==> src/aps_pkg.sv <==
// Shared constants and codes for the aging priority scheduler.
// No dependencies; the top level refers to these by scoped names.
package aps_pkg;

  localparam int SLOT_COUNT_DEF = 16;

  localparam int CMD_W  = 3;
  localparam int PID_W  = 5;
  localparam int PRIO_W = 8;
  localparam int DYN_W  = 16;
  localparam int OUTC_W = 2;
  localparam int STAT_W = 2;

  localparam logic [DYN_W-1:0] DYN_MAX = '1;

  // command codes
  localparam logic [CMD_W-1:0] CMD_RESCHED  = 3'd0;
  localparam logic [CMD_W-1:0] CMD_FORK     = 3'd1;
  localparam logic [CMD_W-1:0] CMD_EXIT     = 3'd2;
  localparam logic [CMD_W-1:0] CMD_KILL     = 3'd3;
  localparam logic [CMD_W-1:0] CMD_SET_PRIO = 3'd4;

  // slot status codes
  localparam logic [STAT_W-1:0] ST_INVALID = 2'd0;
  localparam logic [STAT_W-1:0] ST_READY   = 2'd1;
  localparam logic [STAT_W-1:0] ST_RUNNING = 2'd2;

  // outcome codes
  localparam logic [OUTC_W-1:0] OUTC_DONE    = 2'd0;
  localparam logic [OUTC_W-1:0] OUTC_NO_SLOT = 2'd1;
  localparam logic [OUTC_W-1:0] OUTC_BAD_TGT = 2'd2;

endpackage

==> src/aging_priority_scheduler_top.sv <==
// Aging priority scheduler: process slot table plus a one-slot-per-cycle scan sequencer.
// Depends on aps_pkg (widths, command, status and outcome codes).
//
// Usage:
//   Input channel (in_valid / in_stall): one word carries a command, a target
//   pid and a new base priority. Output channel (out_valid / out_stall): one
//   word per input word with the running pid, the previous pid, the forked pid
//   and an outcome code.
//   Slot walks go through a single slot index register, so one slot is
//   visited per cycle. Reschedule, exit and a successful kill walk all
//   SLOT_COUNT slots (aging plus max search), then demote the old runner
//   and load the winner; kill first checks its target slot. Fork walks
//   until the first free slot or the end of the table. Set-priority,
//   unknown commands and a kill of an out-of-range pid go straight to the
//   result word.
//   in_stall is high from accept until the result word is taken; one word is
//   in flight at a time. While out_stall is high the result word holds.
//   Reset (synchronous, rst_n low): slot 0 ready and running_valid set with
//   running slot 0, all other slots invalid, all priorities zero.
module aging_priority_scheduler_top #(
  parameter int SLOT_COUNT = aps_pkg::SLOT_COUNT_DEF
) (
  input  logic                        clk,
  input  logic                        rst_n,
  input  logic                        in_valid,
  output logic                        in_stall,
  input  logic [aps_pkg::CMD_W-1:0]   in_command,
  input  logic [aps_pkg::PID_W-1:0]   in_target_pid,
  input  logic [aps_pkg::PRIO_W-1:0]  in_new_priority,
  output logic                        out_valid,
  input  logic                        out_stall,
  output logic [aps_pkg::PID_W-1:0]   out_running_pid,
  output logic [aps_pkg::PID_W-1:0]   out_previous_pid,
  output logic [aps_pkg::PID_W-1:0]   out_forked_pid,
  output logic [aps_pkg::OUTC_W-1:0]  out_outcome
);

  localparam int IDX_W = (SLOT_COUNT > 1) ? $clog2(SLOT_COUNT) : 1;
  localparam logic [IDX_W-1:0] LAST_IDX = IDX_W'(SLOT_COUNT - 1);

  typedef enum logic [2:0] {
    S_IDLE,
    S_KILL,    // check target slot status
    S_FORK,    // search first invalid slot
    S_SCAN,    // age and find max, one slot per cycle
    S_DEMOTE,  // old runner back to ready
    S_WIN,     // load winner
    S_OUT
  } state_t;

  state_t state_r;

  // slot table
  logic [aps_pkg::STAT_W-1:0] status_r [SLOT_COUNT];
  logic [aps_pkg::DYN_W-1:0]  dyn_r    [SLOT_COUNT];
  logic [aps_pkg::PRIO_W-1:0] base_r   [SLOT_COUNT];
  logic [IDX_W-1:0]           run_slot_r;
  logic                       run_valid_r;

  // sequencer
  logic [IDX_W-1:0]           idx_r;
  logic [aps_pkg::DYN_W-1:0]  best_r;
  logic [IDX_W-1:0]           win_r;
  logic                       found_r;

  // result word
  logic [aps_pkg::PID_W-1:0]  prev_pid_r;
  logic [aps_pkg::PID_W-1:0]  fork_pid_r;
  logic [aps_pkg::OUTC_W-1:0] outcome_r;

  // shared slot datapath, all reads at idx_r
  logic [aps_pkg::STAT_W-1:0] cur_st;
  logic [aps_pkg::DYN_W-1:0]  cur_dyn;
  logic [aps_pkg::DYN_W-1:0]  aged_dyn;
  logic                       cur_elig;
  logic                       take_win;
  logic [aps_pkg::PID_W-1:0]  idx_pid;
  logic [aps_pkg::PID_W-1:0]  run_pid;
  logic                       tgt_ok;
  logic [IDX_W-1:0]           tgt_idx;

  assign cur_st   = status_r[idx_r];
  assign cur_dyn  = dyn_r[idx_r];
  assign aged_dyn = (cur_st == aps_pkg::ST_READY && cur_dyn != aps_pkg::DYN_MAX) ?
                    cur_dyn + 1'b1 : cur_dyn;
  assign cur_elig = (cur_st == aps_pkg::ST_READY) || (cur_st == aps_pkg::ST_RUNNING);
  // >= so that the later slot wins a tie
  assign take_win = cur_elig && (aged_dyn >= best_r);

  assign idx_pid  = aps_pkg::PID_W'({1'b0, idx_r} + 1'b1);
  assign run_pid  = run_valid_r ? aps_pkg::PID_W'({1'b0, run_slot_r} + 1'b1) : '0;
  assign tgt_ok   = (in_target_pid != '0) && (int'(in_target_pid) <= SLOT_COUNT);
  assign tgt_idx  = IDX_W'(in_target_pid - 1'b1);

  assign in_stall         = (state_r != S_IDLE);
  assign out_valid        = (state_r == S_OUT);
  assign out_running_pid  = run_pid;
  assign out_previous_pid = prev_pid_r;
  assign out_forked_pid   = fork_pid_r;
  assign out_outcome      = outcome_r;

  always_ff @(posedge clk) begin
    if (!rst_n) begin
      state_r     <= S_IDLE;
      run_slot_r  <= '0;
      run_valid_r <= 1'b1;
      idx_r       <= '0;
      best_r      <= '0;
      win_r       <= '0;
      found_r     <= 1'b0;
      prev_pid_r  <= '0;
      fork_pid_r  <= '0;
      outcome_r   <= aps_pkg::OUTC_DONE;
      for (int i = 0; i < SLOT_COUNT; i++) begin
        status_r[i] <= (i == 0) ? aps_pkg::ST_READY : aps_pkg::ST_INVALID;
        dyn_r[i]    <= '0;
        base_r[i]   <= '0;
      end
    end else begin
      case (state_r)
        S_IDLE: begin
          // kill looks at its target first; every other walk starts at slot 0
          idx_r   <= (in_command == aps_pkg::CMD_KILL && tgt_ok) ? tgt_idx : '0;
          best_r  <= '0;
          found_r <= 1'b0;
          if (in_valid) begin
            prev_pid_r <= run_pid;
            fork_pid_r <= '0;
            case (in_command)
              aps_pkg::CMD_RESCHED: begin
                outcome_r <= aps_pkg::OUTC_DONE;
                state_r   <= S_SCAN;
              end
              aps_pkg::CMD_FORK: begin
                outcome_r <= aps_pkg::OUTC_DONE;
                state_r   <= S_FORK;
              end
              aps_pkg::CMD_EXIT: begin
                if (run_valid_r) status_r[run_slot_r] <= aps_pkg::ST_INVALID;
                outcome_r <= aps_pkg::OUTC_DONE;
                state_r   <= S_SCAN;
              end
              aps_pkg::CMD_KILL: begin
                if (tgt_ok) begin
                  outcome_r <= aps_pkg::OUTC_DONE;
                  state_r   <= S_KILL;
                end else begin
                  outcome_r <= aps_pkg::OUTC_BAD_TGT;
                  state_r   <= S_OUT;
                end
              end
              aps_pkg::CMD_SET_PRIO: begin
                if (tgt_ok) base_r[tgt_idx] <= in_new_priority;
                outcome_r <= tgt_ok ? aps_pkg::OUTC_DONE : aps_pkg::OUTC_BAD_TGT;
                state_r   <= S_OUT;
              end
              default: begin
                outcome_r <= aps_pkg::OUTC_DONE;
                state_r   <= S_OUT;
              end
            endcase
          end
        end
        S_KILL: begin
          idx_r <= '0;
          if (cur_st != aps_pkg::ST_INVALID) begin
            status_r[idx_r] <= aps_pkg::ST_INVALID;
            state_r         <= S_SCAN;
          end else begin
            outcome_r <= aps_pkg::OUTC_BAD_TGT;
            state_r   <= S_OUT;
          end
        end
        S_FORK: begin
          if (cur_st == aps_pkg::ST_INVALID) begin
            status_r[idx_r] <= aps_pkg::ST_READY;
            fork_pid_r      <= idx_pid;
            state_r         <= S_OUT;
          end else if (idx_r == LAST_IDX) begin
            outcome_r <= aps_pkg::OUTC_NO_SLOT;
            state_r   <= S_OUT;
          end else begin
            idx_r <= idx_r + 1'b1;
          end
        end
        S_SCAN: begin
          dyn_r[idx_r] <= aged_dyn;
          if (take_win) begin
            best_r  <= aged_dyn;
            win_r   <= idx_r;
            found_r <= 1'b1;
          end
          if (idx_r == LAST_IDX) begin
            idx_r   <= run_slot_r;
            state_r <= S_DEMOTE;
          end else begin
            idx_r <= idx_r + 1'b1;
          end
        end
        S_DEMOTE: begin
          if (run_valid_r && cur_st == aps_pkg::ST_RUNNING)
            status_r[idx_r] <= aps_pkg::ST_READY;
          idx_r   <= win_r;
          state_r <= S_WIN;
        end
        S_WIN: begin
          if (found_r) begin
            dyn_r[idx_r]    <= aps_pkg::DYN_W'(base_r[idx_r]);
            status_r[idx_r] <= aps_pkg::ST_RUNNING;
            run_slot_r      <= idx_r;
            run_valid_r     <= 1'b1;
          end else begin
            run_slot_r  <= '0;
            run_valid_r <= 1'b0;
          end
          state_r <= S_OUT;
        end
        S_OUT: begin
          if (!out_stall) state_r <= S_IDLE;
        end
        default: state_r <= S_IDLE;
      endcase
    end
  end

  // a result word is only offered while input is held off
  a_out_blocks_in: assert property (@(posedge clk) disable iff (!rst_n)
    out_valid |-> in_stall)
    else $error("result offered while input open");

  // an accepted word always starts work
  a_accept_busy: assert property (@(posedge clk) disable iff (!rst_n)
    in_valid && !in_stall |=> in_stall)
    else $error("accepted word did not start work");

  // the slot index never leaves the table
  a_idx_range: assert property (@(posedge clk) disable iff (!rst_n)
    idx_r <= LAST_IDX)
    else $error("slot index out of range");

  // a winner was loaded as running
  a_win_runs: assert property (@(posedge clk) disable iff (!rst_n)
    state_r == S_WIN && found_r |=> run_valid_r && status_r[run_slot_r] == aps_pkg::ST_RUNNING)
    else $error("winner not marked running");

endmodule

==> config.mk <==
export PLATFORM = sky130hd
export DESIGN_NAME = aging_priority_scheduler_top
export DESIGN_NICKNAME = d
export VERILOG_FILES = /design/src/aps_pkg.sv /design/src/aging_priority_scheduler_top.sv
export SDC_FILE = /design/constraint.sdc
export NUM_CORES = 1
export LEC_CHECK = 0
export ABC_AREA = 1
export BUFFER_PORTS_ARGS = -buffer_cell sky130_fd_sc_hd__buf_2
export CAP_MARGIN = 20
export CORE_MARGIN = 5
export CORE_UTILIZATION = 40
export CTS_CLUSTER_DIAMETER = 100
export DETAILED_ROUTE_END_ITERATION = 10
export GPL_TIMING_DRIVEN = 0
export HOLD_SLACK_MARGIN = 0.12
export PLACE_DENSITY_LB_ADDON = 0.12
export SETUP_SLACK_MARGIN = 0.15
export SLEW_MARGIN = 20
export SYNTH_ARGS = -nofsm -noshare
export SYNTH_HDL_FRONTEND = slang
export SYNTH_SLANG_ARGS = --single-unit
==> constraint.sdc <==
create_clock -name clk -period 4.02 [get_ports clk]
set_input_delay 0.402 -clock clk [delete_from_list [all_inputs] [get_ports clk]]
set_output_delay 0.402 -clock clk [all_outputs]
set_load 0.02 [all_outputs]
==> metrics <==
syn_area_per_cell 8.989 sq um; Syn Nets 2658; critical-path maximum fanout 10; Yosys warning count 0; CP endpoint kind register; Row Count 88; vias per cell 5.500; wirelength, routed 82840 microns; Max-Cap Viols 0; asr flop ratio synth 0%; ratio of cells with drive above 1 in the final layout 20.47%; ANT nets after route 0; total die area 63550 sq um; PortBufs 37; Post-Layout Cell Count 3593; Leak 0.01137 uW; sequential fraction of the synthesis area 57.47%; Area Overhead vs Synth 21.31%; Worst EP required 4.56 ns; GRT Util Overall 25.20%; Final Hold Fails 0; crit path kind reg -> reg; total number of H-tree levels 2; Primary FF master, synth edfxtp_1; Final min period 4.248 ns; Post-synth EDFFs 416; number of distinct library cells after synthesis 49; RSZ-0062 raised after global routing yes; drc violations 0; DP Worst Slack -1.554 ns; Crit-path slowest cell dfxtp_2; Final Power 23660 uW; Syn Inst Count 2608; Power Density 832.0 nW/um^2; CP peak stage delay 0.38 ns; Max Slew Vio Count 0; fillers 5486; clock sinks 465; final setup margin -0.2285 ns; Clock transition at path regs 0.06 ns; GR Overflow Total 0; CTS tree built; core area 57920 sq um; Worst slew margin 20.31%; status finished, violations left; DR vias 19760; worst slew pin tran 1.195 ns; nets 2835; setup violators final 20; Final Skew 0.03117 ns; most frequent cells in the layout 503 x nand2_1, 449 x nor2_1, 416 x edfxtp_1, 200 x inv_1, 181 x nand3_1; VDD IR max 0.5931 mV; failing checks negative setup slack; clock latency on the worst-skew pair 0.62 ns; Tcrit/Tclk final 105.7%; CP Launch Type register; DRT iter0 DRCs 2371; antenna fix cells 0; Die H 252.1 microns; DR WL/cell 23.06 microns; most common cell after layout, fill and taps aside nand2_1; Horiz. Die Dim 252.1 microns; initial antenna violation count 0; maximum clock frequency 235.4 MHz; CTS Buf Count 53; Final HPWL DP 55120 microns; initial core utilization 40.48%; GPL Wtd Cong 0.9019; first-pass GRT wire length 121200 microns; mapped cell area 23440 sq um; clk root buf clkbuf_16; path type of the worst min-delay path in -> reg; Longest Clk Path Bufs 3; WP data arrival 4.79 ns; placed cells 3411; largest net degree at the start of global routing 17; vias in the first global route 18870; num ports 39; setup TNS -3.543 ns; flops & latches, synth 465; 1st-pass router iterations 6
stage by stage:
stage               util [%]  hold WS [ns]  instance area, sq um
floorplan                  -        0.4435                 23460
global placement       42.48        0.4474                 24600
detailed placement     42.52        0.4557                 24620
CTS                    47.97        0.1774                 27780
global route           49.11        0.2007                 28440
finish                 49.11        0.1987                 28440
cells by family after synthesis:
kind of cell               synth area share [%]
AOI/OAI and AO/OA                         8.315
xor gates and xnor gates                 0.2989
adders and majority gates                 1.601
buffers and inverters                     7.515
DFF                                       57.47
and+or+nand+nor                           24.80
final cells by class:
class	instances	area, sq um	area share [%]
multi-input combinational	1755	9190	32.31
inverter	237	922.1	3.242
sequential	465	13480	47.38
clock buffer	67	1440	5.064
timing repair inverter	1	7.507	0.02640
timing repair buffer	121	987.2	3.471
tap	765	957.2	3.366
clock inverter	31	261.5	0.9195
buffer	151	1199	4.215
worst paths after layout:
kind	startpoint	end	slack [ns]	cells after the start
worst max register to register	register	best_r[11]	-0.23	26
worst max-delay path	register	best_r[11]	-0.23	26
worst min register to register	best_r[14]	best_r[14]	0.46	2
worst min-delay path	in_new_priority[0]	base_r[10][0]	0.20	3
flip-flops by register name (all words and copies together) (netlist names), named ones only:
register and flops:
status_r 32, idx_r 4, out_outcome 2, found_r 1, base_r 128, dyn_r 256
best_r 16, win_r 4, run_slot_r 4, state_r 3, run_valid_r 1, out_previous_pid 5
out_forked_pid 5
repair_timing:
action	CTS	global route
gates cloned	6	0
hold endpoints to repair	1	0
hold buffers	1	0
pin swaps	46	57
gates resized for setup	228	154
setup endpoints to repair	452	240
setup buffers	60	17
power breakdown:
part	total (uW)	switching, uW	internal, uW	leakage (uW)
Clock	4830	2090	2730	0.000836
Combinational	13200	8560	4650	0.00584
Sequential	5630	127	5500	0.00469
Total	23700	10800	12900	0.0114
routing by layer:
layer | up-vias | share of wire (%) | track usage, %
met2 | 949 | 45 | 39.82
met1 | 9609 | 43 | 36.00
met3 | 166 | 9.1 | 5.207
met4 | 0 | 2.6 | 5.971
li1 | 9038 | - | -
met5 | - | 0 | 0
critical path: cells and delay by family (launching register included):
family | cells | cell delay (ns)
AND/OR/NAND/NOR | 9 | 1.17
buffers and inverters | 9 | 1.30
adder cells (fa/ha/maj) | 2 | 0.38
flip-flops | 1 | 0.38
AO/OA/AOI/OAI | 6 | 0.92
synthesized netlist by cell type (18+ instances only):
cell        n  share of area, %
nand3_1   196               4.2
nor2_2     41               1.1
o221ai_1   23              0.86
o21ai_0   125               2.7
inv_1     212               3.4
clkbuf_1   68               1.1
nand2_1   582               9.3
edfxtp_1  416                53
a21oi_1   144               3.1
nand2_2    25              0.67
buf_2      23              0.49
o22ai_1    18              0.48
buf_6      26               1.2
ha_1       30               1.6
dfxtp_1    49               4.2
nor2_1    472               7.6
(Power assumes the default switching activity.)
